### config.mk
export PLATFORM = sky130hd
export DESIGN_NAME = mail_address_syntax_checker_top
export DESIGN_NICKNAME = d
export VERILOG_FILES = /design/src/hdl/masc_pkg.sv /design/src/hdl/mail_address_syntax_checker_top.sv
export SDC_FILE = /design/constraint.sdc
export NUM_CORES = 1
export LEC_CHECK = 0
export BUFFER_PORTS_ARGS = -buffer_cell sky130_fd_sc_hd__buf_2
export CORE_ASPECT_RATIO = 0.9
export CORE_MARGIN = 10
export CORE_UTILIZATION = 55
export DETAILED_ROUTE_END_ITERATION = 7
export GPL_ROUTABILITY_DRIVEN = 0
export PLACE_DENSITY = 0.74
export SLEW_MARGIN = 15
export SYNTH_ARGS = -nofsm -noshare
export SYNTH_HDL_FRONTEND = slang
export SYNTH_SLANG_ARGS = --single-unit
### constraint.sdc
create_clock -name clk -period 3.4 [get_ports clk]
set_input_delay 0.34 -clock clk [delete_from_list [all_inputs] [get_ports clk]]
set_output_delay 0.34 -clock clk [all_outputs]
set_load 0.02 [all_outputs]
### src/hdl/masc_pkg.sv
`timescale 1ns / 1ps
// ---------------------------------------------------------------------------
// masc_pkg
// constants, codes and character class functions of the address checker
// ---------------------------------------------------------------------------
package masc_pkg;

	// part limits
	localparam logic [6:0] LOCAL_MAX  = 7'd64;
	localparam logic [8:0] DOMAIN_MAX = 9'd255;
	localparam logic [6:0] LABEL_MAX  = 7'd63;

	// counter saturation values
	localparam logic [15:0] TOTAL_SAT  = 16'hFFFF;
	localparam logic [6:0]  LOCAL_SAT  = 7'h7F;
	localparam logic [8:0]  DOMAIN_SAT = 9'h1FF;
	localparam logic [6:0]  LABEL_SAT  = 7'h7F;
	localparam logic [1:0]  AT_SAT     = 2'd2;

	// reset value of the length limit register
	localparam logic [15:0] MAX_ADDR_RESET = 16'd254;

	// special characters
	localparam logic [7:0] CH_AT     = 8'h40;
	localparam logic [7:0] CH_LBRACK = 8'h5B;
	localparam logic [7:0] CH_RBRACK = 8'h5D;
	localparam logic [7:0] CH_DOT    = 8'h2E;
	localparam logic [7:0] CH_HYPHEN = 8'h2D;
	localparam logic [7:0] CH_COLON  = 8'h3A;

	// class of the previous byte
	typedef enum logic [1:0] {
		CLS_NONE   = 2'd0,
		CLS_DOT    = 2'd1,
		CLS_HYPHEN = 2'd2,
		CLS_OTHER  = 2'd3
	} char_cls_t;

	// reported error class, lowest wins
	typedef enum logic [1:0] {
		ERR_OK     = 2'd0,
		ERR_SHAPE  = 2'd1,
		ERR_LOCAL  = 2'd2,
		ERR_DOMAIN = 2'd3
	} err_cls_t;

	function automatic logic is_alnum(input logic [7:0] b);
		logic r;
		case (b) inside
			[8'h41:8'h5A], [8'h61:8'h7A], [8'h30:8'h39]: r = 1'b1;
			default: r = 1'b0;
		endcase
		return r;
	endfunction

	function automatic logic is_hex(input logic [7:0] b);
		logic r;
		case (b) inside
			[8'h30:8'h39], [8'h41:8'h46], [8'h61:8'h66]: r = 1'b1;
			default: r = 1'b0;
		endcase
		return r;
	endfunction

	// letters, digits and the rfc atext specials
	function automatic logic is_atext(input logic [7:0] b);
		logic r;
		case (b) inside
			[8'h41:8'h5A], [8'h61:8'h7A], [8'h30:8'h39],
			8'h21, 8'h23, 8'h24, 8'h25, 8'h26, 8'h27, 8'h2A, 8'h2B, 8'h2D,
			8'h2F, 8'h3D, 8'h3F, 8'h5E, 8'h5F, 8'h60, 8'h7B, 8'h7C, 8'h7D,
			8'h7E: r = 1'b1;
			default: r = 1'b0;
		endcase
		return r;
	endfunction

endpackage

### src/hdl/mail_address_syntax_checker_top.sv
`timescale 1ns / 1ps
// an accepted last byte reaches its verdict via the input register, then the result register
// throughput: one byte per cycle while not stalled, set by the update of the running flags
// a verdict waiting in the result register does not stop bytes that produce none
// reset: asynchronous, clears all running state and the pipeline; limit returns to 254
// ---------------------------------------------------------------------------
// mail_address_syntax_checker_top
// streaming syntax check of one mail address, one byte per transaction,
// one verdict transaction on the last byte
// ---------------------------------------------------------------------------
module mail_address_syntax_checker_top (
	input  logic        clk,
	input  logic        arst_n,
	// configuration
	input  logic        cfg_wr_en,
	input  logic [15:0] cfg_wr_data,
	// byte channel
	input  logic        in_valid,
	output logic        in_stall,
	input  logic [7:0]  addr_byte,
	input  logic        last_byte,
	// verdict channel
	output logic        out_valid,
	input  logic        out_stall,
	output logic        valid_res,
	output logic [1:0]  error_class,
	output logic [6:0]  local_length,
	output logic [7:0]  domain_length
);
	import masc_pkg::*;

	logic [15:0] max_addr_q;

	// input stage
	logic        vld_s1;
	logic [7:0]  byte_s1;
	logic        last_s1;
	logic        adv_s1;
	logic        take_in;

	// running state
	logic [1:0]  at_q;
	logic [15:0] total_q;
	logic [6:0]  local_q;
	logic [8:0]  domain_q;
	logic [6:0]  label_q;
	char_cls_t   prev_q;
	logic        lit_mode_q, lit_closed_q, has_sep_q;
	logic        shape_err_q, local_err_q, domain_err_q;

	// next state
	logic [1:0]  at_d;
	logic [15:0] total_d;
	logic [6:0]  local_d;
	logic [8:0]  domain_d;
	logic [6:0]  label_d;
	char_cls_t   prev_d;
	logic        lit_mode_d, lit_closed_d, has_sep_d;
	logic        shape_err_d, local_err_d, domain_err_d;
	logic        shape_fin, domain_fin;
	err_cls_t    cls_d;

	// result register
	logic        out_vld_q;
	logic        res_ok_q;
	err_cls_t    res_cls_q;
	logic [6:0]  res_local_q;
	logic [7:0]  res_domain_q;

	// length limit register
	always_ff @(posedge clk or negedge arst_n) begin
		if (!arst_n) begin
			max_addr_q <= MAX_ADDR_RESET;
		end else if (cfg_wr_en) begin
			max_addr_q <= cfg_wr_data;
		end
	end

	// handshake: a non-final byte never waits on the result register
	assign adv_s1   = vld_s1 && (!last_s1 || !out_vld_q || !out_stall);
	assign take_in  = in_valid && !in_stall;
	assign in_stall = vld_s1 && !adv_s1;

	always_ff @(posedge clk or negedge arst_n) begin
		if (!arst_n) begin
			vld_s1 <= 1'b0;
		end else if (take_in) begin
			vld_s1 <= 1'b1;
		end else if (adv_s1) begin
			vld_s1 <= 1'b0;
		end
	end

	always_ff @(posedge clk) begin
		if (take_in) begin
			byte_s1 <= addr_byte;
			last_s1 <= last_byte;
		end
	end

	// per-byte rule update and final verdict
	always_comb begin
		at_d         = at_q;
		total_d      = total_q;
		local_d      = local_q;
		domain_d     = domain_q;
		label_d      = label_q;
		prev_d       = prev_q;
		lit_mode_d   = lit_mode_q;
		lit_closed_d = lit_closed_q;
		has_sep_d    = has_sep_q;
		shape_err_d  = shape_err_q;
		local_err_d  = local_err_q;
		domain_err_d = domain_err_q;

		// total length
		if (total_q >= max_addr_q) shape_err_d = 1'b1;
		if (total_q != TOTAL_SAT) total_d = total_q + 16'd1;

		if (byte_s1 == CH_AT) begin
			if (at_q == 2'd0) begin
				if (local_q == 7'd0) shape_err_d = 1'b1;
				if (prev_q == CLS_DOT) local_err_d = 1'b1;
				prev_d = CLS_NONE;
			end else begin
				shape_err_d = 1'b1;
			end
			if (at_q < AT_SAT) at_d = at_q + 2'd1;
		end else if (at_q == 2'd0) begin
			// local part
			if (local_q >= LOCAL_MAX) local_err_d = 1'b1;
			if (local_q != LOCAL_SAT) local_d = local_q + 7'd1;
			if (byte_s1 == CH_DOT) begin
				if (prev_q == CLS_NONE || prev_q == CLS_DOT) local_err_d = 1'b1;
				prev_d = CLS_DOT;
			end else begin
				if (!is_atext(byte_s1)) local_err_d = 1'b1;
				prev_d = CLS_OTHER;
			end
		end else begin
			// domain part
			if (domain_q >= DOMAIN_MAX) domain_err_d = 1'b1;
			if (domain_q != DOMAIN_SAT) domain_d = domain_q + 9'd1;
			if (domain_q == 9'd0 && byte_s1 == CH_LBRACK) begin
				lit_mode_d = 1'b1;
				prev_d     = CLS_OTHER;
			end else if (lit_mode_q) begin
				if (lit_closed_q) begin
					domain_err_d = 1'b1;
				end else if (byte_s1 == CH_RBRACK) begin
					lit_closed_d = 1'b1;
				end else if (byte_s1 == CH_COLON || byte_s1 == CH_DOT) begin
					has_sep_d = 1'b1;
				end else if (!is_hex(byte_s1)) begin
					domain_err_d = 1'b1;
				end
			end else if (byte_s1 == CH_DOT) begin
				if (label_q == 7'd0 || prev_q == CLS_HYPHEN) domain_err_d = 1'b1;
				label_d = 7'd0;
				prev_d  = CLS_DOT;
			end else begin
				if (byte_s1 == CH_HYPHEN) begin
					if (label_q == 7'd0) domain_err_d = 1'b1;
					prev_d = CLS_HYPHEN;
				end else begin
					if (!is_alnum(byte_s1)) domain_err_d = 1'b1;
					prev_d = CLS_OTHER;
				end
				if (label_q >= LABEL_MAX) domain_err_d = 1'b1;
				if (label_q != LABEL_SAT) label_d = label_q + 7'd1;
			end
		end

		// end-of-address checks
		shape_fin  = shape_err_d;
		domain_fin = domain_err_d;
		if (at_d == 2'd0 || domain_d == 9'd0) begin
			shape_fin = 1'b1;
		end else if (lit_mode_d) begin
			if (!lit_closed_d || !has_sep_d) domain_fin = 1'b1;
		end else if (label_d == 7'd0 || prev_d == CLS_HYPHEN) begin
			domain_fin = 1'b1;
		end
		// the above only feeds the verdict; state is cleared after a last byte

		if (shape_fin)         cls_d = ERR_SHAPE;
		else if (local_err_d)  cls_d = ERR_LOCAL;
		else if (domain_fin)   cls_d = ERR_DOMAIN;
		else                   cls_d = ERR_OK;
	end

	// running state registers
	always_ff @(posedge clk or negedge arst_n) begin
		if (!arst_n) begin
			at_q         <= 2'd0;
			total_q      <= 16'd0;
			local_q      <= 7'd0;
			domain_q     <= 9'd0;
			label_q      <= 7'd0;
			prev_q       <= CLS_NONE;
			lit_mode_q   <= 1'b0;
			lit_closed_q <= 1'b0;
			has_sep_q    <= 1'b0;
			shape_err_q  <= 1'b0;
			local_err_q  <= 1'b0;
			domain_err_q <= 1'b0;
		end else if (adv_s1) begin
			if (last_s1) begin
				at_q         <= 2'd0;
				total_q      <= 16'd0;
				local_q      <= 7'd0;
				domain_q     <= 9'd0;
				label_q      <= 7'd0;
				prev_q       <= CLS_NONE;
				lit_mode_q   <= 1'b0;
				lit_closed_q <= 1'b0;
				has_sep_q    <= 1'b0;
				shape_err_q  <= 1'b0;
				local_err_q  <= 1'b0;
				domain_err_q <= 1'b0;
			end else begin
				at_q         <= at_d;
				total_q      <= total_d;
				local_q      <= local_d;
				domain_q     <= domain_d;
				label_q      <= label_d;
				prev_q       <= prev_d;
				lit_mode_q   <= lit_mode_d;
				lit_closed_q <= lit_closed_d;
				has_sep_q    <= has_sep_d;
				shape_err_q  <= shape_err_d;
				local_err_q  <= local_err_d;
				domain_err_q <= domain_err_d;
			end
		end
	end

	// verdict valid
	always_ff @(posedge clk or negedge arst_n) begin
		if (!arst_n) begin
			out_vld_q <= 1'b0;
		end else if (adv_s1 && last_s1) begin
			out_vld_q <= 1'b1;
		end else if (!out_stall) begin
			out_vld_q <= 1'b0;
		end
	end

	// verdict payload
	always_ff @(posedge clk) begin
		if (adv_s1 && last_s1) begin
			res_ok_q     <= (cls_d == ERR_OK);
			res_cls_q    <= cls_d;
			res_local_q  <= (cls_d == ERR_OK) ? local_d : 7'd0;
			res_domain_q <= (cls_d == ERR_OK) ? domain_d[7:0] : 8'd0;
		end
	end

	assign out_valid     = out_vld_q;
	assign valid_res     = res_ok_q;
	assign error_class   = res_cls_q;
	assign local_length  = res_local_q;
	assign domain_length = res_domain_q;

endmodule

==> metrics.yaml <==
fmax_mhz: 312
die-area_um2: 15100
cts.sinks: 94
r2r_slack_ns: 0.20
grt_max_degree: 37
firstDrtPassIters: 5
period_needed_ns: 3.20
outcome: "completed"
die_h_um: 118
nFillCells: 839
h-tree-depth: 3
grt_usage_pct: 18.2
worstPathCellList: "buf_4 > buf_4 > a21oi_1 > o21ai_0 > a2111oi_0 > nor3_1 > o21a_1 > a311oi_2 > nand3b_2 > a2111oi_2"
clockRootBuffer: "clkbuf_16"
worstReg2RegStart: "byte_s1[2]$_DFFE_PP_"
power_density_nw_per_um2: 424
coreArea_um2: 10300
vdd_drop_max_mv: 0.366
synth_fp_nets: 674
critPathKind: "flop to flop"
initial_core_util_pct: 56.7
grt_pass1_wl_mm: 23.0
pin_count: 50
first_iter_violations: 597
place_inst: 776
synth_simple_gate_area_share_pct: 22.7
cp-end-kind: "flop"
ys_seq_area_share_pct: 42.8
clkTransAtPathRegs_ns: 0.07
crit_path_start: "byte_s1[2]$_DFFE_PP_"
grt_setup_unrepaired: "false"
antenna_found_initial: 0
post_drt_via_cell_ratio: 6.12
cts_tree: "yes"
layout-drive-gt1-share_pct: 19.5
synth-edff-count: 27
cp_slowest_stage_delay_ns: 0.51
drc: 0
avgSynthCellArea_um2: 9.41
worstMarginPinSlew_ns: 1.08
synth_top_cell_area_share_pct: 25.7
cp_common_cell: "buf_4"
synthFlopType: "dfrtp_1"
synthMuxAreaShare_pct: 0.901
grt_remaining_overflow: 0
antenna_cells: 0
port_buffers: 49
synth_compound_area_share_pct: 19.0
ant_nets: 0
ys_ff_latch: 94
wl_mm: 13.9
synth_top_family_by_area: "simple AND/OR/NAND/NOR gates"
worstPathRequired_ns: 3.56
crit_fanout: 8
yosysTopAreaCell: "dfrtp_1"
cp_num_buf_inv: 2
timing.final.crit_share_pct: 94.3
finalMaxSlewViolations: 0
cts_buffer_depth: 2
dieWidth_um: 129
slowest_stage: "a2111oi_0"
cp.arrival_ns: 3.36
finalHoldViolCount: 0
fin_skew_ns: 0.00900
clk_latency_ns: 0.35
final_cell_mix: "60 x dfrtp_1, 57 x nand2_1, 53 x o21ai_0"
grt_pass1_vias: 4571
ys_types: 81
synth.area.top_cells: "dfrtp_1 26%, edfxtp_1 14%, ha_1 5.1%, o21ai_0 4.5%, nand2_1 3.7%"
postSynthCellCount: 620
syn_area_um2: 5830
synth_adder_area_share_pct: 5.15
vias: 4868
crit_family: "compound AO/OA/AOI/OAI gates"
cts_buffers: 9
ys_async_sr_fraction_pct: 71.3
cts_hold_buf: 0
ys_warn_count: 0
wl_per_cell_um: 17.5
hpwl_mm: 10.0
synthToLayoutAreaGrowth_pct: 11.7
synthXorXnorAreaFrac_pct: 3.75
setup-violations-final: 0
leakagePower_nw: 2.74
mostFrequentLayoutCell: "dfrtp_1"
relSlewSlack_pct: 27.8
final_cells: 796
tns_ns: 0
hold_path.class: "primary input to asynchronous set/reset pin"
cap_violations: 0
nets: 716
num_rows: 35
critPathLaunchType: "flop"
post-route-util_pct: 63.3
==> final timing paths <==
kind                                                   to  cells past startpoint
setup / recovery           domain_length[2]$_SDFFCE_PP0P_                     10
hold / removal                     total_q[9]$_DFFE_PN0P_                      1
hold reg to reg                   shape_err_q$_DFFE_PN0P_                      2
max in group asynchronous         domain_q[4]$_DFFE_PN0P_                      2
setup reg to reg           domain_length[2]$_SDFFCE_PP0P_                     10
min in group clk                     byte_s1[7]$_DFFE_PP_                      1
==> per-stage QoR <==
stage,setup WS (ns),cell area [um2],hold slack [ns],power (mW)
3_5_place_dp,0.218,6160,0.480,1.74
4_1_cts,0.197,6460,0.118,2.77
2_1_floorplan,0.524,5830,0.0444,1.62
6_report,0.195,6520,0.0765,2.76
3_3_place_gp,0.346,6160,0.471,1.73
5_1_grt,0.0620,6520,0.139,2.89
==> state kept, by name, summed over array words and instances (netlist names), 7 cells and up <==
signal / flops
local_q: 7
total_q: 16
domain_length: 8
domain_q: 9
byte_s1: 8
local_length: 7
max_addr_q: 16
label_q: 7
==> worst register-to-register path: cells and delay by family (launching register included) <==
family | cells | cell delay (ns)
AO/OA/AOI/OAI | 6 | 1.79
buffers and inverters | 2 | 0.36
flip-flops | 1 | 0.50
AND/OR/NAND/NOR | 2 | 0.37
==> report_power, final <==
group / internal [mW] / total [mW] / switching, mW / leakage (nW)
clock: 0.578 / 1.03 / 0.452 / 0.149
sequential: 1.24 / 1.34 / 0.0953 / 1.14
combinational: 0.166 / 0.398 / 0.232 / 1.45
==> cell type report <==
class | instances | area (um2) | share of cell area, %
clock inverters | 6 | 68.8 | 1.06
clock buffers | 10 | 229 | 3.51
repair buffers | 69 | 395 | 6.07
inverters | 37 | 139 | 2.13
flip-flops and latches | 94 | 2500 | 38.3
well taps | 129 | 161 | 2.48
multi-input cells | 451 | 3030 | 46.5
==> cell usage after synthesis, drive strengths merged, types with 5 or more instances <==
| master | count |
|---|---|
| dfrtp | 60 |
| nand2 | 58 |
| o21ai | 54 |
| nor2 | 42 |
| inv | 37 |
| a21oi | 31 |
| edfxtp | 27 |
| ha | 24 |
| clkbuf | 23 |
| nor3 | 22 |
| nand4 | 17 |
| xor2 | 17 |
| buf | 15 |
| nand3 | 15 |
| nand2b | 14 |
| and3 | 13 |
| a31oi | 12 |
| o211ai | 8 |
| xnor2 | 8 |
| and2 | 7 |
| dfstp | 7 |
| a21o | 6 |
| or3 | 6 |
| a2111oi | 5 |
| or4 | 5 |
==> cell families after synthesis <==
kind of cell,Yosys count
xor gates and xnor gates,25
and+or+nand+nor,234
DFF,94
adders and majority gates,24
muxes,5
buffers and inverters,75
AOI/OAI and AO/OA,163
==> metal layers <==
metal | GRT usage (%) | wire [um]
met5 | 0 | 0
met4 | 5.56 | 174
met3 | 4.59 | 922
met2 | 26.3 | 6360
met1 | 25.9 | 6440
==> what timing repair did <==
| item | CTS | global route |
|---|---|---|
| gates resized for setup | 0 | 5 |
| setup endpoints to repair | 0 | 12 |
| setup buffers | 0 | 4 |
No activity file was read; power rests on OpenSTA's default activity.
